### config.mk
export PLATFORM = sky130hd
export DESIGN_NAME = scomp_seq
export DESIGN_NICKNAME = d
export VERILOG_FILES = /design/src/rtl/scomp_pkg.sv /design/src/rtl/scomp_seq.sv
export SDC_FILE = /design/constraint.sdc
export NUM_CORES = 2
export LEC_CHECK = 0
export BUFFER_PORTS_ARGS = -buffer_cell sky130_fd_sc_hd__buf_2
export CORE_MARGIN = 2
export CORE_UTILIZATION = 46
export CTS_BUF_LIST = sky130_fd_sc_hd__clkbuf_2 sky130_fd_sc_hd__clkbuf_4 sky130_fd_sc_hd__clkbuf_8
export CTS_CLUSTER_SIZE = 14
export DETAILED_ROUTE_END_ITERATION = 10
export GPL_TIMING_DRIVEN = 1
export HOLD_SLACK_MARGIN = 0.08
export PLACE_DENSITY_LB_ADDON = 0.1
export SLEW_MARGIN = 15
export SYNTH_ARGS = -nofsm -noshare
export SYNTH_HDL_FRONTEND = slang
export SYNTH_SLANG_ARGS = --single-unit
### constraint.sdc
create_clock -name clk -period 12.95 [get_ports clk]
set_clock_uncertainty 0.15 [all_clocks]
set_input_delay 0.6475 -clock clk [delete_from_list [all_inputs] [get_ports clk]]
set_output_delay 0.6475 -clock clk [all_outputs]
set_load 0.01 [all_outputs]
### src/rtl/scomp_pkg.sv
// Package with constants, types and table functions of the sine compressor overdrive block.
`default_nettype none
package scomp_pkg;

	localparam int PHASE_BITS_DEF = 32;
	localparam int SINE_ADDR_BITS_DEF = 10;
	localparam int TANH_ADDR_BITS_DEF = 10;

	localparam int CFG_INDEX_W = 2;
	localparam logic [CFG_INDEX_W-1:0] REG_PHASE_STEP = 2'd0;
	localparam logic [CFG_INDEX_W-1:0] REG_VOLUME = 2'd1;
	localparam logic [CFG_INDEX_W-1:0] REG_DRIVE = 2'd2;

	localparam logic [31:0] PHASE_STEP_RST = 32'd42852280;
	localparam logic [11:0] VOLUME_RST = 12'd2048;
	localparam logic [11:0] DRIVE_RST = 12'd0;

	localparam logic [27:0] ATTACK_C = 28'd655;
	localparam logic [27:0] RELEASE_C = 28'd33;
	localparam logic [15:0] HALF_LEVEL = 16'd32768;
	localparam logic [16:0] UNITY_GAIN = 17'd65536;
	localparam logic [26:0] DRIVE_MUL = 27'd76;
	localparam logic [18:0] DRIVE_ROUND = 19'd2047;
	localparam logic [26:0] DRIVE_RECIP = 27'd524417;
	localparam logic [27:0] OUT_RECIP = 28'd134250505;
	localparam logic [15:0] KNOB_FULL = 16'd4095;
	localparam logic [18:0] DRIVE_BASE = 19'd16384;
	localparam logic [26:0] OUT_SCALE = 27'd30000;
	localparam logic [16:0] TANH_CLAMP = 17'd65536;

	localparam logic [63:0] HALF_PI_Q30 = 64'd1686629713;
	localparam logic [63:0] ONE_Q30 = 64'd1 << 30;

	typedef struct packed {
		logic [31:0] phase_step;
		logic [11:0] volume;
		logic [11:0] drive;
	} cfg_t;

	typedef struct packed {
		logic        start;
		logic [31:0] dividend;
		logic [15:0] divisor;
	} div_req_t;

	typedef struct packed {
		logic        done;
		logic [31:0] quotient;
	} div_rsp_t;

	function automatic logic [63:0] udiv64(input logic [63:0] num, input logic [63:0] den);
		logic [63:0] rem;
		logic [63:0] quo;
		rem = '0;
		quo = '0;
		for (int b = 63; b >= 0; b--) begin
			rem = {rem[62:0], num[b]};
			if (rem >= den) begin
				rem = rem - den;
				quo[b] = 1'b1;
			end
		end
		return quo;
	endfunction

	function automatic logic [15:0] sine_entry(input int unsigned k, input int unsigned abits);
		logic [63:0] x;
		logic [63:0] term;
		logic [63:0] half;
		logic [63:0] quarter;
		logic [63:0] r;
		logic [63:0] j;
		logic [63:0] v;
		logic signed [63:0] sum;
		half = 64'd1 << (abits - 1);
		quarter = 64'd1 << (abits - 2);
		r = 64'(k) & (half - 64'd1);
		j = (r <= quarter) ? r : half - r;
		x = (j * HALF_PI_Q30) >> (abits - 2);
		term = x;
		sum = $signed(x);
		for (int n = 1; n <= 6; n++) begin
			term = (((term * x) >> 30) * x) >> 30;
			term = udiv64(term, 64'(2 * n) * 64'(2 * n + 1));
			if ((n & 1) == 1) begin
				sum = sum - $signed(term);
			end else begin
				sum = sum + $signed(term);
			end
		end
		if (sum < 0) begin
			sum = 0;
		end
		if (sum > $signed(ONE_Q30)) begin
			sum = $signed(ONE_Q30);
		end
		v = ($unsigned(sum) * 64'd32767 + (64'd1 << 29)) >> 30;
		if (64'(k) >= half) begin
			v = -v;
		end
		return v[15:0];
	endfunction

	function automatic logic [14:0] tanh_entry(input int unsigned k, input int unsigned abits);
		logic [63:0] xq;
		logic [63:0] x2;
		logic [63:0] r;
		logic [63:0] t;
		xq = 64'(k) << (30 - abits);
		x2 = (xq * xq) >> 28;
		r = 64'd25 << 28;
		for (int i = 12; i > 0; i--) begin
			r = (64'(2 * (i - 1) + 1) << 28) + udiv64(x2 << 28, r);
		end
		t = udiv64(xq << 28, r);
		t = (t * 64'd32767 + (64'd1 << 27)) >> 28;
		if (t > 64'd32767) begin
			t = 64'd32767;
		end
		return t[14:0];
	endfunction

endpackage
`default_nettype wire

### src/rtl/scomp_seq.sv
// Sequencer and datapath: oscillator, envelope, gain, drive, shaping and output scaling.
`default_nettype none
module scomp_seq #(
	parameter int PHASE_BITS = scomp_pkg::PHASE_BITS_DEF,
	parameter int SINE_ADDR_BITS = scomp_pkg::SINE_ADDR_BITS_DEF,
	parameter int TANH_ADDR_BITS = scomp_pkg::TANH_ADDR_BITS_DEF
) (
	input  wire logic                      clk,
	input  wire logic                      arst_n,
	input  wire scomp_pkg::cfg_t           cfg,
	input  wire logic                      in_valid,
	input  wire logic                      in_tick,
	output logic                           in_ready,
	output logic                           out_valid,
	input  wire logic                      out_ready,
	output logic signed [15:0]             out_sample,
	output logic [15:0]                    out_level,
	output logic [SINE_ADDR_BITS-1:0]      sine_addr,
	output logic [TANH_ADDR_BITS:0]        tanh_addr,
	input  wire logic signed [15:0]        sine_data,
	input  wire logic [14:0]               tanh_data,
	output scomp_pkg::div_req_t            div_req,
	input  wire scomp_pkg::div_rsp_t       div_rsp
);
	localparam int TANH_SH = 16 - TANH_ADDR_BITS;
	localparam logic [17:0] TANH_HALF = 18'(1 << (TANH_SH - 1));
	localparam logic [17:0] TANH_MAX = 18'(1 << TANH_ADDR_BITS);

	localparam logic [3:0] ST_IDLE = 4'd0;
	localparam logic [3:0] ST_SIN  = 4'd1;
	localparam logic [3:0] ST_ENV  = 4'd2;
	localparam logic [3:0] ST_GDIV = 4'd3;
	localparam logic [3:0] ST_M1   = 4'd4;
	localparam logic [3:0] ST_M1W  = 4'd5;
	localparam logic [3:0] ST_DMUL = 4'd6;
	localparam logic [3:0] ST_DDIV = 4'd7;
	localparam logic [3:0] ST_UMUL = 4'd8;
	localparam logic [3:0] ST_U    = 4'd9;
	localparam logic [3:0] ST_TANH = 4'd10;
	localparam logic [3:0] ST_VMUL = 4'd11;
	localparam logic [3:0] ST_TMUL = 4'd12;
	localparam logic [3:0] ST_ODIV = 4'd13;
	localparam logic [3:0] ST_OUT  = 4'd14;

	logic [3:0]            state_q;
	logic [PHASE_BITS-1:0] phase_q;
	logic [15:0]           env_q;
	logic                  out_valid_q;
	logic signed [15:0]    sample_q;
	logic [15:0]           level_q;

	logic                  neg_q;
	logic                  up_q;
	logic [14:0]           m_q;
	logic [16:0]           gain_q;
	logic [17:0]           m3_q;
	logic [18:0]           drive_q14_q;
	logic [TANH_ADDR_BITS:0] tidx_q;
	logic [26:0]           vs_q;
	logic [14:0]           mag_q;
	logic [54:0]           prod_q;

	logic [26:0]           op_a;
	logic [27:0]           op_b;
	logic [14:0]           m_now;
	logic [15:0]           a_now;
	logic [15:0]           d_now;
	logic [15:0]           env_step;
	logic [15:0]           env_new;
	logic [15:0]           sq;
	logic [15:0]           m1;
	logic [19:0]           u_raw;
	logic [16:0]           u_clamp;
	logic [17:0]           idx_full;

	assign m_now = sine_data[15] ? 15'(-sine_data) : 15'(sine_data);
	assign a_now = {m_now, 1'b0};
	assign d_now = (a_now > env_q) ? a_now - env_q : env_q - a_now;
	assign env_step = 16'((prod_q[25:0] + 26'd32768) >> 16);
	assign env_new = up_q ? env_q + env_step : env_q - env_step;
	assign sq = scomp_pkg::HALF_LEVEL + ((env_new - scomp_pkg::HALF_LEVEL) >> 2);
	assign m1 = prod_q[31:16];
	assign u_raw = prod_q[35:16];
	assign u_clamp = (u_raw > 20'(scomp_pkg::TANH_CLAMP)) ? scomp_pkg::TANH_CLAMP : u_raw[16:0];
	assign idx_full = ({1'b0, u_clamp} + TANH_HALF) >> TANH_SH;

	assign in_ready = (state_q == ST_IDLE);
	assign sine_addr = phase_q[PHASE_BITS-1 -: SINE_ADDR_BITS];
	assign tanh_addr = tidx_q;
	assign out_valid = out_valid_q;
	assign out_sample = sample_q;
	assign out_level = level_q;

	always_comb begin
		op_a = '0;
		op_b = '0;
		div_req.start = 1'b0;
		div_req.dividend = '0;
		div_req.divisor = scomp_pkg::KNOB_FULL;
		case (state_q)
			ST_SIN: begin
				op_a = 27'(d_now);
				op_b = (a_now > env_q) ? scomp_pkg::ATTACK_C : scomp_pkg::RELEASE_C;
			end
			ST_ENV: begin
				div_req.start = env_new > scomp_pkg::HALF_LEVEL;
				div_req.dividend = {sq, 16'd0};
				div_req.divisor = env_new;
			end
			ST_M1: begin
				op_a = 27'(gain_q);
				op_b = 28'(m_q);
			end
			ST_M1W: begin
				op_a = scomp_pkg::DRIVE_MUL;
				op_b = 28'(cfg.drive);
			end
			ST_DMUL: begin
				op_a = scomp_pkg::DRIVE_RECIP;
				op_b = 28'(prod_q[18:0]) + 28'(scomp_pkg::DRIVE_ROUND);
			end
			ST_UMUL: begin
				op_a = 27'(drive_q14_q);
				op_b = 28'(m3_q);
			end
			ST_U: begin
				op_a = scomp_pkg::OUT_SCALE;
				op_b = 28'(cfg.volume);
			end
			ST_VMUL: begin
				op_a = vs_q;
				op_b = 28'(tanh_data);
			end
			ST_TMUL: begin
				op_a = prod_q[41:15];
				op_b = scomp_pkg::OUT_RECIP;
			end
			default: begin
			end
		endcase
	end

	always_ff @(posedge clk or negedge arst_n) begin
		if (!arst_n) begin
			state_q <= ST_IDLE;
			phase_q <= '0;
			env_q <= '0;
			out_valid_q <= 1'b0;
		end else begin
			if ((state_q == ST_OUT) && (!out_valid_q || out_ready)) begin
				out_valid_q <= 1'b1;
			end else if (out_ready) begin
				out_valid_q <= 1'b0;
			end
			case (state_q)
				ST_IDLE: begin
					if (in_valid && in_tick) begin
						phase_q <= phase_q + cfg.phase_step[31 -: PHASE_BITS];
						state_q <= ST_SIN;
					end
				end
				ST_SIN:  state_q <= ST_ENV;
				ST_ENV: begin
					env_q <= env_new;
					state_q <= (env_new > scomp_pkg::HALF_LEVEL) ? ST_GDIV : ST_M1;
				end
				ST_GDIV: begin
					if (div_rsp.done) begin
						state_q <= ST_M1;
					end
				end
				ST_M1:   state_q <= ST_M1W;
				ST_M1W:  state_q <= ST_DMUL;
				ST_DMUL: state_q <= ST_DDIV;
				ST_DDIV: state_q <= ST_UMUL;
				ST_UMUL: state_q <= ST_U;
				ST_U:    state_q <= ST_TANH;
				ST_TANH: state_q <= ST_VMUL;
				ST_VMUL: state_q <= ST_TMUL;
				ST_TMUL: state_q <= ST_ODIV;
				ST_ODIV: state_q <= ST_OUT;
				ST_OUT: begin
					if (!out_valid_q || out_ready) begin
						state_q <= ST_IDLE;
					end
				end
				default: state_q <= ST_IDLE;
			endcase
		end
	end

	always_ff @(posedge clk) begin
		prod_q <= 55'(op_a) * 55'(op_b);
		case (state_q)
			ST_SIN: begin
				neg_q <= sine_data[15];
				m_q <= m_now;
				up_q <= a_now > env_q;
			end
			ST_ENV: gain_q <= scomp_pkg::UNITY_GAIN;
			ST_GDIV: begin
				if (div_rsp.done) begin
					gain_q <= div_rsp.quotient[16:0];
				end
			end
			ST_M1W: m3_q <= 18'(m1) + {1'b0, m1, 1'b0};
			ST_DMUL: drive_q14_q <= scomp_pkg::DRIVE_BASE + prod_q[18:0];
			ST_DDIV: drive_q14_q <= drive_q14_q + 19'(prod_q[38:31]);
			ST_U: begin
				tidx_q <= (idx_full > TANH_MAX) ? TANH_MAX[TANH_ADDR_BITS:0]
					: idx_full[TANH_ADDR_BITS:0];
			end
			ST_TANH: vs_q <= prod_q[26:0];
			ST_ODIV: mag_q <= prod_q[53:39];
			ST_OUT: begin
				if (!out_valid_q || out_ready) begin
					sample_q <= neg_q ? -$signed({1'b0, mag_q}) : $signed({1'b0, mag_q});
					level_q <= env_q;
				end
			end
			default: begin
			end
		endcase
	end
endmodule
`default_nettype wire

-- After elaboration in Yosys (flattened, before gate mapping)
Index checks and enable logic that the tools add are counted.
- output and inout port bits: 104
- input bits: 125
- bits in registers: 263
- magnitude comparators: 4
- eq/ne operators: 17
- multiplexer cells: 19
- multipliers: 1
- add/subtract/negate cells: 15
- reduce and logical (&&, ||, !) cells: 12
- operators by type and width (operator ; number):
    28-bit one-hot mux with 8 select lines ; 1
    27-bit one-hot mux with 8 select lines ; 1
    4-bit one-hot mux with 15 select lines ; 1
    27-bit by 28-bit multiplier with 54-bit output ; 1
    49-bit two-way mux ; 1
    19-bit one-hot mux with 2 select lines ; 1
    17-bit two-way mux ; 2
    17-bit one-hot mux with 2 select lines ; 1
    32-bit adder ; 1
    16-bit two-way mux ; 2
    16-bit subtractor ; 2
    15-bit two-way mux ; 2
    4-bit == test (second input constant) ; 7
    26-bit by 16-bit adder with 26-bit output (second input constant) ; 1
    19-bit by 11-bit adder with 20-bit output (second input constant) ; 1
    20-bit by 17-bit > comparator with 1-bit output (second input constant) ; 1
    15-bit by 19-bit adder with 19-bit output (first input constant) ; 1
    19-bit by 8-bit adder with 19-bit output ; 1
    16-bit by 17-bit adder with 18-bit output ; 1
    17-bit by 6-bit adder with 18-bit output (second input constant) ; 1
    16-bit by 10-bit adder with 16-bit output ; 1
    16-bit by 14-bit adder with 16-bit output (first input constant) ; 1
    4-bit by 3-bit == test with 1-bit output (second input constant) ; 4
    16-bit > comparator ; 1
    21 further kinds ; 31

-- Longest topological paths before layout
- depth after elaboration: 6
- depth in mapped cells: 46

-- Least setup slack after synthesis
Ideal clock, no wire load.
- path type: input to register
- start: input port sine_data[2]
- end: register prod_q[50]
- data arrival time: 10364 ps
- library setup time: 72 ps
- setup slack: 2364 ps
- buffers on the path: 3
- stages: 40
- cell sequence: or4_4 -> or4_1 -> o21ai_2 -> xnor2_1 -> ha_1 -> nand2_1 -> or2_2 -> nor2_1 -> inv_1 -> a211oi_1 -> or4_1 -> buf_2 -> buf_4 -> a21oi_1 -> a2111oi_0 -> nor2_1 -> buf_2 -> a21oi_1 -> [... 4 more ...] -> fa_1 -> inv_1 -> fa_1 -> fa_1 -> inv_1 -> fa_1 -> inv_1 -> ha_1 -> a21o_1 -> a21o_1 -> a21oi_1 -> nand3_1 -> a311o_1 -> a21oi_1 -> o31ai_1 -> a221o_1 -> a21oi_1 -> xnor2_1
- word-level cells in the longest chain between the ends: 6
- RTL lines (item ; RTL line ; source):
    start: declaration ; scomp_seq.sv:20 ; input wire logic signed [15:0] sine_data,
    15-bit negation ; scomp_seq.sv:76 ; assign m_now = sine_data[15] ? 15'(-sine_data) : 15'(sine_data);
    15-bit two-way mux (*) ; scomp_seq.sv:76 ;
    16-bit subtractor or 16-bit > comparator (tied branches) ; scomp_seq.sv:78, scomp_seq.sv:103 ;
    16-bit two-way mux or 10-bit two-way mux (tied branches) ; scomp_seq.sv:78, scomp_seq.sv:103 ;
    27-bit one-hot mux with 8 select lines or 28-bit one-hot mux with 8 select lines (tied branches) ; scomp_seq.sv:100 ; case (state_q)
    27-bit by 28-bit multiplier with 54-bit output (*) ; scomp_seq.sv:193 ; prod_q <= 55'(op_a) * 55'(op_b);
    end signal: assignment ; scomp_seq.sv:193 ;
    end: declaration ; scomp_seq.sv:61 ; logic [54:0] prod_q;
Mark *: on every way between the ends. The rest lies on a longest branch, timed or not.
A chain may end at the register's enable or synchronous reset.

-- Worst setup path in the final report
- start: input port sine_data[0]
- end: register prod_q[50]
- word-level cells in the longest chain between the ends: 6
- RTL lines (item ; RTL line ; source):
    15-bit negation (*) ; scomp_seq.sv:76 ;
    15-bit two-way mux (*) ; scomp_seq.sv:76 ;
    net m_now[12] ; scomp_seq.sv:65 ; logic [14:0] m_now;
    16-bit subtractor or 16-bit > comparator (tied branches) ; scomp_seq.sv:78, scomp_seq.sv:103 ;
    16-bit two-way mux or 10-bit two-way mux (tied branches) ; scomp_seq.sv:78, scomp_seq.sv:103 ;
    27-bit one-hot mux with 8 select lines or 28-bit one-hot mux with 8 select lines (tied branches) ; scomp_seq.sv:100 ;
    27-bit by 28-bit multiplier with 54-bit output (*) ; scomp_seq.sv:193 ;
The timed path passes the listed nets; every way through them passes the cells marked *.

==> summary.md <==
| Metric | Value |
|---|---|
| XOR/XNOR Fraction of Synth Area | 4.43% |
| GP Congestion | 0.958 |
| Clock buffer depth | 3 |
| Largest family of logic cells by synthesized area | adder cells |
| Full die area | 79,100 um^2 |
| Min-delay src | sine_data[0] |
| CTS Sinks | 263 |
| Post-synthesis cell count | 3,928 |
| DRC viols | 0 |
| Io pins | 229 |
| CP Launch Type | primary input |
| Share of the synthesized area in the top cell type | 26.8% |
| MaxCap Viol Count | 0 |
| Fin area | 39,100 um^2 |
| Max Fanout on Critical Path | 10 |
| Num CTS Buffers | 47 |
| Largest net degree at the start of global routing | 67 |
| Total Routing Usage GR | 30.4% |
| Post-synthesis adder-cell area fraction | 37.8% |
| Chip height | 281 um |
| Router iterations before antenna repair | 6 |
| Hold Crit Class | in -> reg |
| Area leader, netlist | fa_1 |
| Commonest non-fill, non-tap cell in the layout | inv_1 |
| Chip Width | 281 um |
| Final Critical Period | 11,650 ps |
| Max_slew headroom | 22.0% |
| DP HPWL | 94,800 um |
| Initial Util | 46.5% |
| Clk root buf | clkbuf_8 |
| Most frequent CP cell | fa_1 |
| Nets | 5,085 |
| Register area | 7090 um^2 |
| Hold-fix buffers, CTS | 1 |
| Clk slew on worst S/H paths | 70 ps |
| Slack of the worst reg-to-reg path | 2120 ps |
| Outcome | complete, no violations |
| Syn-to-layout area delta | 10.4% |
| CTS H-tree depth | 2 |
| CP peak stage delay | 580 ps |
| EDFF count, synth | 156 |
| YS warnings | 0 |
| CP Capture Type | flip-flop |
| Post-synthesis sequential area ratio | 20.0% |
| Mux cell area share after synthesis | 0.393% |
| Worst slew pin tran | 1160 ps |
| Layout cells sized above 1 | 10.6% |
| Antenna violations before repair | 8 |
| WL final | 117,000 um |
| Simple-Gate Fraction of Synth Area | 13.7% |
| Grt total ovfl | 0 |
| CP Launch Point | sine_data[0] |
| IO buf count | 196 |
| Unrepaired setup endpoints after global routing | no |
| Routed vias | 28,737 |
| # fillers | 7,363 |
| Vias/cell | 5.48 |
| Commonest cells after routing, fill and taps aside | 732 x inv_1, 474 x fa_1, 370 x nand2_1 |
| Syn Area/Cell | 9.01 um^2 |
| Data required, critical path | 13,370 ps |
| Post-synth ARST share | 20.2% |
| Worst path slowest cell | o211ai_2 |
| Final TNS setup | 0 ps |
| CTS tree | done |
| Vias in the first global route | 28,766 |
| Area of the core | 76,100 um^2 |
| Core Rows | 101 |
| Routed wire per std cell | 22.3 um |
| Setup bufs post-CTS | 0 |
| Fmax | 85.8 MHz |
| Area of placed instances | 37,900 um^2 |
| Number of synthesized register bits | 263 |
| Worst skew pair latency | 650 ps |
| Largest cells by area after synthesis | fa_1 27%, edfxtp_1 13%, ha_1 11% |
| R2R Path Start | env_q[11]$_DFFE_PN0P_ |
| Hold Vio Cnt, Final | 0 |
| Routed Antenna Nets | 0 |
| Post-layout util | 51.4% |
| Final setup fails | 0 |
| Cell Area, Synth | 35,400 um^2 |
| Crit share post-route | 90.0% |
| Post-synthesis cell type count | 96 |
| Compound-gate portion of the synthesized area | 13.6% |
| Worst EP arrival | 12,070 ps |
| Resize count post-CTS | 0 |
| Slew Viols, Final | 0 |
| Top_reg_cell synth | edfxtp_1 |
| Area of the multi-input gates | 25,100 um^2 |
| DRT iter0 DRCs | 2,566 |
| First-pass GRT wire length | 178,000 um |
| CP Class | in -> reg |
## registers in the layout, indices dropped and copies added (netlist names)
signal,count
drive_q14_q,19
neg_q,1
m3_q,18
out_valid,1
state_q,4
vs_q,27
out_level,16
out_sample,16
gain_q,17
m_q,15
up_q,1
mag_q,15
phase_q,32
prod_q,54
env_q,16
tanh_addr,11
## critical path, delay by kind of cell
kind            cells  cell delay, ps
simple gates        7            2000
fa+ha+maj          10            4490
xor+xnor            2             350
buf+inv             8             950
compound gates     13            3600
## layout make-up
class / instances / area share, %
timing repair buffer: 296 / 4.44
antenna: 2 / 0.0128
clock buffer: 66 / 2.10
tap: 1030 / 3.30
multi-input combinational: 2836 / 64.2
clock inverter: 22 / 0.721
inverter: 733 / 7.04
sequential: 263 / 18.2
## worst paths after layout
| kind | endpoint | depth (start not counted) |
|---|---|---|
| min in group asynchronous | phase_q[9]$_DFFE_PN0P_ | 3 |
| hold reg to reg | mag_q[9]$_DFFE_PN_ | 0 |
| hold / removal | m_q[0]$_DFFE_PP_ | 1 |
| max in group asynchronous | env_q[0]$_DFFE_PN0P_ | 3 |
| setup reg to reg | prod_q[50]$_DFF_P_ | 35 |
| setup / recovery | prod_q[50]$_DFF_P_ | 40 |
## synth_stat cells (57+ instances only)
library cell	count
fa_1	474
xnor2_1	122
edfxtp_1	156
a21oi_1	211
xor2_1	57
o21ai_0	214
inv_1	732
ha_1	309
a21o_1	89
nand3_1	72
nor2_1	252
clkbuf_1	118
nand2_1	370
## routing by layer
| layer | vias to the layer above | share of wire, % | GRT usage [%] |
|---|---|---|---|
| li1 | 13264 | - | - |
| met1 | 14187 | 43 | 41.6 |
| met2 | 1081 | 45 | 47.8 |
| met3 | 201 | 8.6 | 6.84 |
| met4 | 4 | 3.6 | 10.1 |
| met5 | - | 0.020 | 0 |
## metrics by stage
step | setup WS, ps | cells | hold WS [ps]
after CTS | 1410 | 5246 | 85.0
after global routing | 643 | 5248 | 102
final | 1300 | 5248 | 134
after floorplan | 2360 | 4005 | 202
after detailed placement | 727 | 5157 | 241
after global placement | 772 | 5157 | 236
## logic make-up (layout without fill, tap and decap cells)
group | Yosys count | in the layout
and+or+nand+nor | 1021 | 1021
adders and majority gates | 783 | 783
other | 2 | 81
AOI/OAI and AO/OA | 761 | 761
xor gates and xnor gates | 179 | 179
muxes | 13 | 13
buffers and inverters | 906 | 1117
DFF | 263 | 263
Power is not shown: default switching activity piles up to over one toggle a cycle in this logic, so the estimate is an artifact.
