==> src/rtl/scomp_pkg.sv <==
// Package with constants, types and table functions of the sine compressor overdrive block.
`default_nettype none
package scomp_pkg;

	localparam int PHASE_BITS_DEF = 32;
	localparam int SINE_ADDR_BITS_DEF = 10;
	localparam int TANH_ADDR_BITS_DEF = 10;

	localparam int CFG_INDEX_W = 2;
	localparam logic [CFG_INDEX_W-1:0] REG_PHASE_STEP = 2'd0;
	localparam logic [CFG_INDEX_W-1:0] REG_VOLUME = 2'd1;
	localparam logic [CFG_INDEX_W-1:0] REG_DRIVE = 2'd2;

	localparam logic [31:0] PHASE_STEP_RST = 32'd42852280;
	localparam logic [11:0] VOLUME_RST = 12'd2048;
	localparam logic [11:0] DRIVE_RST = 12'd0;

	localparam logic [27:0] ATTACK_C = 28'd655;
	localparam logic [27:0] RELEASE_C = 28'd33;
	localparam logic [15:0] HALF_LEVEL = 16'd32768;
	localparam logic [16:0] UNITY_GAIN = 17'd65536;
	localparam logic [26:0] DRIVE_MUL = 27'd76;
	localparam logic [18:0] DRIVE_ROUND = 19'd2047;
	localparam logic [26:0] DRIVE_RECIP = 27'd524417;
	localparam logic [27:0] OUT_RECIP = 28'd134250505;
	localparam logic [15:0] KNOB_FULL = 16'd4095;
	localparam logic [18:0] DRIVE_BASE = 19'd16384;
	localparam logic [26:0] OUT_SCALE = 27'd30000;
	localparam logic [16:0] TANH_CLAMP = 17'd65536;

	localparam logic [63:0] HALF_PI_Q30 = 64'd1686629713;
	localparam logic [63:0] ONE_Q30 = 64'd1 << 30;

	typedef struct packed {
		logic [31:0] phase_step;
		logic [11:0] volume;
		logic [11:0] drive;
	} cfg_t;

	typedef struct packed {
		logic        start;
		logic [31:0] dividend;
		logic [15:0] divisor;
	} div_req_t;

	typedef struct packed {
		logic        done;
		logic [31:0] quotient;
	} div_rsp_t;

	function automatic logic [63:0] udiv64(input logic [63:0] num, input logic [63:0] den);
		logic [63:0] rem;
		logic [63:0] quo;
		rem = '0;
		quo = '0;
		for (int b = 63; b >= 0; b--) begin
			rem = {rem[62:0], num[b]};
			if (rem >= den) begin
				rem = rem - den;
				quo[b] = 1'b1;
			end
		end
		return quo;
	endfunction

	function automatic logic [15:0] sine_entry(input int unsigned k, input int unsigned abits);
		logic [63:0] x;
		logic [63:0] term;
		logic [63:0] half;
		logic [63:0] quarter;
		logic [63:0] r;
		logic [63:0] j;
		logic [63:0] v;
		logic signed [63:0] sum;
		half = 64'd1 << (abits - 1);
		quarter = 64'd1 << (abits - 2);
		r = 64'(k) & (half - 64'd1);
		j = (r <= quarter) ? r : half - r;
		x = (j * HALF_PI_Q30) >> (abits - 2);
		term = x;
		sum = $signed(x);
		for (int n = 1; n <= 6; n++) begin
			term = (((term * x) >> 30) * x) >> 30;
			term = udiv64(term, 64'(2 * n) * 64'(2 * n + 1));
			if ((n & 1) == 1) begin
				sum = sum - $signed(term);
			end else begin
				sum = sum + $signed(term);
			end
		end
		if (sum < 0) begin
			sum = 0;
		end
		if (sum > $signed(ONE_Q30)) begin
			sum = $signed(ONE_Q30);
		end
		v = ($unsigned(sum) * 64'd32767 + (64'd1 << 29)) >> 30;
		if (64'(k) >= half) begin
			v = -v;
		end
		return v[15:0];
	endfunction

	function automatic logic [14:0] tanh_entry(input int unsigned k, input int unsigned abits);
		logic [63:0] xq;
		logic [63:0] x2;
		logic [63:0] r;
		logic [63:0] t;
		xq = 64'(k) << (30 - abits);
		x2 = (xq * xq) >> 28;
		r = 64'd25 << 28;
		for (int i = 12; i > 0; i--) begin
			r = (64'(2 * (i - 1) + 1) << 28) + udiv64(x2 << 28, r);
		end
		t = udiv64(xq << 28, r);
		t = (t * 64'd32767 + (64'd1 << 27)) >> 28;
		if (t > 64'd32767) begin
			t = 64'd32767;
		end
		return t[14:0];
	endfunction

endpackage
`default_nettype wire

==> src/rtl/scomp_div.sv <==
// Restoring divider, one quotient bit per cycle.
`default_nettype none
module scomp_div (
	input  wire logic                  clk,
	input  wire logic                  arst_n,
	input  wire scomp_pkg::div_req_t   req,
	output scomp_pkg::div_rsp_t        rsp
);
	logic        busy_q;
	logic        done_q;
	logic [4:0]  cnt_q;
	logic [15:0] rem_q;
	logic [31:0] quo_q;
	logic [15:0] divisor_q;
	logic [16:0] trial;
	logic        fits;

	assign trial = {rem_q, quo_q[31]};
	assign fits = trial >= {1'b0, divisor_q};

	always_ff @(posedge clk or negedge arst_n) begin
		if (!arst_n) begin
			busy_q <= 1'b0;
			done_q <= 1'b0;
			cnt_q <= '0;
		end else begin
			done_q <= 1'b0;
			if (req.start) begin
				busy_q <= 1'b1;
				cnt_q <= '0;
			end else if (busy_q) begin
				cnt_q <= cnt_q + 5'd1;
				if (cnt_q == 5'd31) begin
					busy_q <= 1'b0;
					done_q <= 1'b1;
				end
			end
		end
	end

	always_ff @(posedge clk) begin
		if (req.start) begin
			rem_q <= '0;
			quo_q <= req.dividend;
			divisor_q <= req.divisor;
		end else if (busy_q) begin
			rem_q <= fits ? 16'(trial - {1'b0, divisor_q}) : trial[15:0];
			quo_q <= {quo_q[30:0], fits};
		end
	end

	assign rsp.done = done_q;
	assign rsp.quotient = quo_q;
endmodule
`default_nettype wire

==> config.mk <==
export PLATFORM = sky130hd
export DESIGN_NAME = scomp_div
export DESIGN_NICKNAME = d
export VERILOG_FILES = /design/src/rtl/scomp_pkg.sv /design/src/rtl/scomp_div.sv
export SDC_FILE = /design/constraint.sdc
export NUM_CORES = 1
export LEC_CHECK = 0
export BUFFER_PORTS_ARGS = -buffer_cell sky130_fd_sc_hd__clkbuf_2
export CORE_MARGIN = 4
export CORE_UTILIZATION = 40
export CTS_BUF_LIST = sky130_fd_sc_hd__clkbuf_4 sky130_fd_sc_hd__clkbuf_8
export DETAILED_ROUTE_END_ITERATION = 7
export PLACE_DENSITY_LB_ADDON = 0.15
export SYNTH_ARGS = -nofsm -noshare
export SYNTH_HDL_FRONTEND = slang
export SYNTH_SLANG_ARGS = --single-unit
==> constraint.sdc <==
create_clock -name clk -period 4.15 [get_ports clk]
set_input_delay 0.415 -clock clk [delete_from_list [all_inputs] [get_ports clk]]
set_output_delay 0.415 -clock clk [all_outputs]
set_load 0.005 [all_outputs]
Yosys cells after proc, flatten, opt, wreduce, memory -nomap -nowiden:

Index checks and enable logic that the tools add are counted.
W data, S select, Z words.

* register bits: 71
* bits of input ports: 51
* output and inout bits: 33
* logic and storage cells: 22

* add/sub/neg operators: 2
* magnitude comparators: 1
* eq/ne operators: 1
* mux-type cells: 11
* reductions and logical operators: 1

Operators with widths (count)
* $mux W32: 2
* $ge A17 B16 Y1: 1
* $mux W16: 1
* $sub A16 B16 Y16: 1
* $mux W5: 2
* $mux W1: 6
* $add A5 B1 Y5 const B: 1
* $eq A5 B5 Y1 const B: 1
* $reduce_bool A2 Y1: 1

Longest topological paths before layout:

Gate-level depths: netlist of run 1.

* word-level depth: 4
* depth in mapped cells: 11
* gate-level depth less buffers: 10

Worst setup path before layout of run 1:

OpenSTA, ideal clock, no wires.

* path kind: reg2reg
* from: register divisor_q[9]
* to: register rem_q[12]
* setup time: 0.062 ns
* data arrival time: 2.231 ns
* data required time: 4.088 ns
* setup slack: 1.857 ns
* cell stages (with the launch flop): 11
* path buffers: 2
* period minus slack after synthesis: 2.293 ns
* path through: edfxtp_1 inv_1 ha_1 buf_4 nand4_1 or3_4 o221ai_2 a21oi_2 buf_6 or4b_1 nand3_1

* cells in the longest elaborated chain, start to end: 2
* elaborated cells on any way between the ends: 3
* classes of those cells: add/sub: 1; order compare: 1; mux: 1

Ends and longest elaborated chain
* start, declared: RTL line scomp_div.sv:14 `logic [15:0] divisor_q;`
* start signal, assigned: RTL line scomp_div.sv:45 `divisor_q <= req.divisor;`
* $sub A16 B16 Y16 or $ge A17 B16 Y1 (tied branches): RTL line scomp_div.sv:47, scomp_div.sv:19
* $mux W16 (*): RTL line scomp_div.sv:47 `rem_q <= fits ? 16'(trial - {1'b0, divisor_q}) : trial[15:0];`
* end signal, assigned: RTL line scomp_div.sv:47
* end, declared: RTL line scomp_div.sv:12 `logic [15:0] rem_q;`

Mark *: on every way between the ends. The rest lies on a longest branch, timed or not.
A chain may end at the register's enable or synchronous reset.

Final worst setup path of run 1:

* from: register quo_q[31]
* to: register rem_q[12]

* cells in the longest elaborated chain, start to end: 2
* elaborated cells on any way between the ends: 3
* classes of those cells: add/sub: 1; order compare: 1; mux: 1

Ends and longest elaborated chain
* start, declared: RTL line scomp_div.sv:13 `logic [31:0] quo_q;`
* start signal, assigned: RTL line scomp_div.sv:44 `quo_q <= req.dividend;`
* start signal, assigned: RTL line scomp_div.sv:48 `quo_q <= {quo_q[30:0], fits};`
* $sub A16 B16 Y16 or $ge A17 B16 Y1 (tied branches): RTL line scomp_div.sv:47, scomp_div.sv:19
* $mux W16 (*): RTL line scomp_div.sv:47

Marked as above.

==> summary.md, run 1 <==
| Metric | Value |
|---|---|
| Run status | finished, final reports clean |
| Clock Pin Slew Worst Setup and Hold Paths | ~0.080 ns |
| Area growth from synthesis to layout | 19.4% |
| Dominant register cell in the synthesized netlist | edfxtp_1 |
| Clock Root Buffer | clkbuf_8 |
| IO Port Bufs | between 80 and 90 |
| Crit path arrival time | ~3.0 ns |
| Number of flip-flops and latches in the synthesized netlist | about 70 |
| Clock buffer count from CTS | 9 |
| Fraction of the mapped netlist area in compound gates | 0.116 |
| Total routing resource utilization after global routing | 0.139 |
| Sequential cell area fraction in the yosys report | 0.519 |
| Floorplan row count | 34 |
| Worst Tran Pin Value | between 0.7 and 0.8 ns |
| Clock H-tree levels | 3 |
| Count of synthesis-stage warnings from yosys | 0 |
| Overall power | around 0.0021 W |
| Wire length of the first global-routing pass | approximately 12 mm |
| Number of iterations in the first detailed-routing pass | 4 |
| Peak fanout along the critical path | 3 |
| Clock sinks | 71 |
| Post-synth net total | ~390 |
| Half-perimeter wire length after detailed placement | 5.32 mm |
| Area of the mapped netlist | ~3700 um2 |
| Number of maximum-capacitance constraint violations | 0 |
| Number of vias per cell after detailed routing | a little over 5 |
| Number of antenna repair diodes | 0 |
| Worst setup SP type | flop |
| Share of post-route cells with drive strength above 1 | 0.345 |
| Required arrival time at the worst endpoint | between 4 and 5 ns |
| Hold Violations, Final | 0 |
| Aggregate negative setup slack | 0 ns |
| CTS Buffer Depth | 2 |
| Drt first-iter violations | 67 |
| Detail-routed net length per standard cell | around 14 um |
| Clock tree from TritonCTS | built |
| Vias after detailed routing | ~2600 |
| Xor and xnor area share after synthesis | 0.0329 |
| Share of synthesized area spent on multiplexers | 0.126 |
| Avg Cell Area, Syn | around 12 um2 |
| CP Class | flop to flop |
| I/O Pins | 84 |
| Source-to-sink clock delay at the later pin of the worst-skew pair | around 0.35 ns |
| Die outline height | around 100 um |
| Congestion Overflow GR | 0 |
| Antenna violations before repair | 0 |
| Power per cell area | 471 nW/um2 |
| Cell variety after synth | 50 |
| Die area | between 10000 and 15000 um2 |
| Starting density of the core | 0.420 |
| Shortest period the worst path allows | about 2.7 ns |
| Largest net degree at the start of global routing | 50 |
| Lkg Pwr | about 2 nW |
| Relative slew slack | 0.469 |
| Post-detailed-route DRC marker count | 0 |
| Drt total wl | ~7.3 mm |
| Remaining antenna violation count | 0 |
| Share of the clock period used by the worst path after layout | 0.645 |
| Pins Over Slew Limit | 0 |
| Count of mapped cells out of synthesis | ~320 |
| Horiz. Die Dim | 105 um |
| Maximum vdd ir drop | around 0.17 mV |
| Worst R2R Setup Slack | roughly 1.5 ns |
| Max Clock Skew | just under 0.006 ns |
| Maximum frequency from static timing analysis | approximately 0.37 GHz |
| RSZ-0062 raised after global routing | no |
| Final weighted congestion in routability-driven placement | roughly 0.83 |
| Via count of the first global-routing pass | 2629 |
| Adder and majority cell fraction of the synthesized area | 0.0657 |
| Main combinational cell family by area after synthesis | multiplexers |
| Share of synthesized flip-flops with an asynchronous set or reset | 0.0986 |
| Area of the core region | 8890 um2 |
| Number of nets in the layout | roughly 470 |
| Area share of and/or/nand/nor cells after synthesis | 0.0932 |
| Type of the worst min-delay path | primary input to flop |
| Final Setup Violations | 0 |
| Worst Setup End Kind | flop |
| Number of enable flip-flop cells after synthesis | 48 |
worst max-delay path, stage by stage, from the launching register on:
cell	delay [ns]
edfxtp_1	0.39
inv_1	0.06
ha_1	0.22
fa_1	0.41
nand2b_1	0.19
a21oi_1	0.29
o211ai_1	0.18
a21oi_1	0.28
nor3_1	0.07
or4b_1	0.46
nand3_1	0.08
final cells by class:
| cell class | count | area [um2] |
|---|---|---|
| Fill cell | 849 | 4430 |
| Sequential cell | 71 | 1940 |
| Multi-Input combinational cell | 208 | 1620 |
| Timing Repair Buffer | 86 | 440 |
| Tap cell | 108 | 135 |
| Clock buffer | 9 | 124 |
| Clock inverter | 7 | 119 |
| Inverter | 22 | 82.6 |
cell families (layout without fill, tap and decap cells):
kind of cell / after synthesis / in the layout
DFF: 71 / 71
and+or+nand+nor: 69 / 69
AOI/OAI and AO/OA: 63 / 63
muxes: 43 / 43
buffers and inverters: 39 / 124
adders and majority gates: 19 / 19
xor gates and xnor gates: 14 / 14
where the power goes:
| group | total [W] | internal (W) | switching [W] |
|---|---|---|---|
| Clock | 0.000679 | 0.000401 | 0.000278 |
| Sequential | 0.000898 | 0.000848 | 0.0000506 |
| Combinational | 0.000520 | 0.000247 | 0.000273 |
| Total | 0.00210 | 0.00150 | 0.000602 |
routing by layer:
metal  wire length (um)  vias to the layer above  GRT usage
li1                   -                     1328          -
met5                  0                        -          0
met2               3380                       51      0.218
met1               3550                     1201      0.191
met4                 79                        0     0.0478
met3                317                        8     0.0314
through the flow:
stage / hold WS [ns] / util / setup slack [ns] / instance area, um2 / cells
floorplan: 0.119 / - / 1.86 / 3730 / 318
global placement: 0.261 / 0.473 / 1.52 / 4200 / 494
detailed placement: 0.261 / 0.473 / 1.50 / 4200 / 494
CTS: 0.217 / 0.501 / 1.46 / 4460 / 511
global route: 0.220 / 0.501 / 1.24 / 4460 / 511
finish: 0.238 / 0.501 / 1.47 / 4460 / 511
flip-flops by register name, indices dropped and copies added, names as in the netlist:
name / cells
quo_q: 32
divisor_q: 16
rem_q: 16
cnt_q: 5
busy_q: 1
done_q: 1
cell usage after synthesis, types with 3 or more instances:
cell / number / area share
mux2i_1: 11 / 0.030
ha_1: 18 / 0.060
inv_1: 22 / 0.022
dfxtp_1: 16 / 0.086
clkbuf_1: 10 / 0.010
a311oi_1: 3 / 0.0070
nand4_1: 3 / 0.0050
xor2_1: 7 / 0.016
edfxtp_1: 48 / 0.39
o21ai_0: 7 / 0.0094
buf_4: 4 / 0.0080
a21o_1: 5 / 0.010
nand3_1: 3 / 0.0040
xnor2_1: 7 / 0.016
a211oi_1: 12 / 0.024
a21oi_1: 16 / 0.021
nor2_1: 26 / 0.026
mux2_2: 32 / 0.097
dfrtp_1: 7 / 0.047
nand2b_1: 6 / 0.010
nand2_1: 16 / 0.016
cells in the final DEF, fill, tap and decap left out, types with 3 or more instances in the layout:
cell type	instances
a211oi_1	12
a21o_1	5
a21oi_1	16
a311oi_1	3
bufinv_16	3
clkbuf_2	83
clkbuf_8	9
dfrtp_1	7
dfxtp_1	16
edfxtp_1	48
ha_1	18
inv_1	22
mux2_2	32
mux2i_1	11
nand2_1	16
nand2b_1	6
nand3_1	3
nand4_1	3
nor2_1	26
o21ai_0	7
xnor2_1	7
xor2_1	7
worst paths after layout:
path	from	end	cells past startpoint
setup / recovery	quo_q[31]$_DFFE_PP_	rem_q[12]$_SDFFE_PP0P_	10
hold / removal	req[0]	divisor_q[0]$_DFFE_PP_	1
setup reg to reg	quo_q[31]$_DFFE_PP_	rem_q[12]$_SDFFE_PP0P_	10
hold reg to reg	rem_q[7]$_SDFFE_PP0P_	rem_q[7]$_SDFFE_PP0P_	2
max in group asynchronous	arst_n	busy_q$_DFF_PN0_	2
min in group asynchronous	arst_n	cnt_q[0]$_DFFE_PN0P_	2
timing repair:
| action | in CTS | in global routing |
|---|---|---|
| hold buffers | 1 | 0 |
| hold endpoints to repair | 7 | 0 |
| setup buffers | 0 | 0 |
| gates resized for setup | 0 | 0 |
Note: power is estimated with default switching activity, not from simulation.
==> inputs of run 2 (changes only) <==
Settings changed: ABC_AREA from default to 1.
Clock period 4.15 ns to 2.29 ns, I/O delays scaled along.
==> run 2 against run 1 <==
Non-clock buffer count rose by 3; critical path depth is 1 higher; clock-buffer cell count increased by 1; sequential power grew 96%; core utilization decreased by 1.3 points; fmax is 34% higher; combinational power rose to 4.2 times the previous value; routed wire length is 26% higher; design area grew 8.2%; synthesized area is 9.2% higher; cell count rose by 43%; critical path type unchanged.
==> summary.md, run 2 <==
| Metric | Value |
|---|---|
| Congestion Overflow GR | 0 |
| Vias after detailed routing | 3397 |
| Type of the worst min-delay path | primary input to flop |
| Share of the clock period used by the worst path after layout | 0.874 |
| Capture point of the worst path | rem_q[12]$_SDFFE_PP0P_ |
| Register bank with the most flops | quo_q |
| Final weighted congestion in routability-driven placement | about 0.86 |
| Drt first-iter violations | roughly 160 |
| Max Clock Skew | 0.0110 ns |
| Source-to-sink clock delay at the later pin of the worst-skew pair | about 0.34 ns |
| Number of enable flip-flop cells after synthesis | between 40 and 50 |
| Largest net degree at the start of global routing | 42 |
| Total routing resource utilization after global routing | 0.168 |
| IO Port Bufs | a little over 80 |
| Sequential cell area fraction in the yosys report | 0.475 |
| Number of cells in the finished layout apart from fillers | about 730 |
| Number of flip-flops in the largest register | 32 |
| Crit path arrival time | 2.24 ns |
| Post-synth net total | between 500 and 600 |
| Shortest period the worst path allows | about 2.0 ns |
| Worst R2R Setup Slack | around 0.29 ns |
| Most common cell after layout, fill and taps aside | nand2_1 |
| Maximum vdd ir drop | between 0.3 and 0.4 mV |
| Top flop regs | quo_q (32), divisor_q (16), rem_q (16) |
| Number of inserted filler cells in the final layout | 970 |
| I/O Pins | 84 |
| Count of mapped cells out of synthesis | between 500 and 600 |
| Depth of the worst register-to-register path | 11 |
| Detail-routed net length per standard cell | ~13 um |
| Run status | finished, final reports clean |
| Min-Delay Path Depth | 1 |
| Post-detailed-route DRC marker count | 0 |
| Most frequently used cell type in the post-synthesis netlist | nand2_1 |
| Commonest cells after routing, fill and taps aside | nand2_1 (230), clkbuf_2 (83), inv_1 (62), edfxtp_1 (48), nand3_1 (26) |
| Pins Over Slew Limit | 0 |
| Top cell type by total area after synthesis | edfxtp_1 |
| Aggregate negative setup slack | 0 ns |
| Power per cell area | around 1000 nW/um2 |
| Area fraction of the dominant cell type after synthesis | 0.354 |
| Area of the core region | ~9900 um2 |
| Origin of the worst setup path | quo_q[31]$_DFFE_PP_ |
| Starting density of the core | 0.413 |
| Cell variety after synth | 36 |
| Avg Cell Area, Syn | between 8 and 9 um2 |
| Half-perimeter wire length after detailed placement | between 6 and 7 mm |
| Drt total wl | ~9.2 mm |
| Die area | between 10000 and 15000 um2 |
| R2R Path Start | quo_q[31]$_DFFE_PP_ |
| Crit path cell chain | inv_1, ha_1, fa_1, o21bai_1, nand2_1, nand3_1, nand2_1, nand2_1, nand2_1, nand3_1, nand2_1 |
| Required arrival time at the worst endpoint | 2.53 ns |
| Worst Setup End Kind | flop |
| RSZ-0062 raised after global routing | no |
| Most frequent cells after synthesis | nand2_1 (230), inv_1 (62), edfxtp_1 (48), nand3_1 (26), ha_1 (18) |
| Number of maximum-capacitance constraint violations | 0 |
| Die outline height | approximately 110 um |
| Number of iterations in the first detailed-routing pass | 4 |
| CTS Buffer Depth | 2 |
| Clock tree from TritonCTS | built |
| Antenna violations before repair | 0 |
| Hold Violations, Final | 0 |
| Dominant register cell in the synthesized netlist | edfxtp_1 |
| Maximum frequency from static timing analysis | 0.499 GHz |
| Area of the mapped netlist | a little over 4000 um2 |
| Post-Place Cells | between 700 and 800 |
| Remaining antenna violation count | 0 |
| Share of synthesized flip-flops with an asynchronous set or reset | 0.0986 |
| Relative slew slack | 0.707 |
| Clock buffer count from CTS | 9 |
| Clock sinks | between 70 and 80 |
| Horiz. Die Dim | 109 um |
| Most common cell type on the critical path | nand2_1 |
| Wire length of the first global-routing pass | around 16 mm |
| Clock Pin Slew Worst Setup and Hold Paths | about 0.080 ns |
| Count of synthesis-stage warnings from yosys | 0 |
| Clock Root Buffer | clkbuf_8 |
| Peak fanout along the critical path | 3 |
| Worst Tran Pin Value | approximately 0.44 ns |
| Via count of the first global-routing pass | 3378 |
| Number of antenna repair diodes | 0 |
| Number of vias per cell after detailed routing | between 4 and 5 |
| Most area-consuming cells after synthesis | edfxtp_1 (35%), nand2_1 (21%), dfxtp_1 (7.9%) |
| Clock H-tree levels | 3 |
| Share of post-route cells with drive strength above 1 | 0.208 |
| CP Class | flop to flop |
| Floorplan row count | 36 |
| Delay of the slowest cell on the worst path | 0.43 ns |
| Area growth from synthesis to layout | 18.3% |
| Post-CTS repair timing setup buffer count | 0 |
| Crit Reg-Reg Endpoint | rem_q[12]$_SDFFE_PP0P_ |
| Lkg Pwr | 2.58 nW |
| Worst setup SP type | flop |
| Number of flip-flops and latches in the synthesized netlist | ~70 |
| Critical-path cell with the highest stage delay | fa_1 |
| Final Setup Violations | 0 |
| Number of nets in the layout | between 600 and 700 |
==> run 2: cell count changes in the layout (fill, tap and decap cells not counted), sizes merged, moves of 8 or more <==
| cell | delta |
|---|---|
| mux2 | -32 |
| nand3b | +18 |
| inv | +45 |
| mux2i | -11 |
| a211oi | -12 |
| nand2 | +221 |
| nor2 | -11 |
| nand3 | +25 |
| nor3 | +8 |
==> run 2: how the worst min path moves through the flow <==
stage	start	end
after floorplan	arst_n	busy_q$_DFF_PN0_
after global placement	arst_n	done_q$_DFF_PN0_
after detailed placement	arst_n	done_q$_DFF_PN0_
after CTS	req[15]	divisor_q[15]$_DFFE_PP_
after global routing	req[6]	divisor_q[6]$_DFFE_PP_
final	req[15]	divisor_q[15]$_DFFE_PP_
==> run 2: through the flow <==
step	cell area (um2)	util	power, W	hold WS, ns	setup slack [ns]
detailed placement	4610	0.467	0.00397	0.0753	0.311
floorplan	4080	-	0.00350	-0.0666	0.537
finish	4820	0.489	0.00497	0.0573	0.288
global route	4820	0.489	0.00542	0.0259	0.130
global placement	4610	0.467	0.00397	0.0751	0.332
CTS	4820	0.489	0.00502	0.0355	0.277
==> run 2: cell type report <==
class	count	area, um2	area share
flip-flops and latches	71	1940	0.402
clock buffers	10	138	0.0285
clock inverters	6	67.6	0.0140
well taps	133	166	0.0345
inverters	68	255	0.0529
multi-input cells	356	1790	0.372
repair buffers	89	463	0.0960
==> run 2: cell families after synthesis <==
kind of cell | count (synthesis) | share of synthesized area
adders and majority gates | 19 | 0.0602
and+or+nand+nor | 313 | 0.339
buffers and inverters | 82 | 0.0844
DFF | 71 | 0.475
AOI/OAI and AO/OA | 18 | 0.0286
xor gates and xnor gates | 6 | 0.0129
==> run 2: critical path: cells and delay by family, from the launching register on <==
kind	cells	cell delay, ns
and+or+nand+nor	7	0.50
adders and majority gates	2	0.67
AOI/OAI and AO/OA	1	0.32
DFF	1	0.35
buffers and inverters	1	0.06
==> run 2: per-layer routing <==
| layer | vias up | global-route usage | share of wire |
|---|---|---|---|
| li1 | 1785 | - | - |
| met1 | 1512 | 0.230 | 0.47 |
| met5 | - | 0 | 0 |
| met4 | 0 | 0.0406 | 0.0044 |
| met3 | 2 | 0.0610 | 0.075 |
| met2 | 98 | 0.255 | 0.45 |
==> run 2: repair_timing <==
item / 4_1_cts / 5_1_grt
hold buffers: 1 / 0
hold endpoints to repair: 7 / 0
gates resized for setup: 0 / 0
==> run 2: where the power goes <==
group	switching, W	leakage (nW)	total, W	internal [W]
registers	0.000154	0.730	0.00176	0.00160
clock network	0.000484	0.0993	0.00102	0.000538
logic	0.00134	1.75	0.00219	0.000848
total	0.00198	2.58	0.00497	0.00299
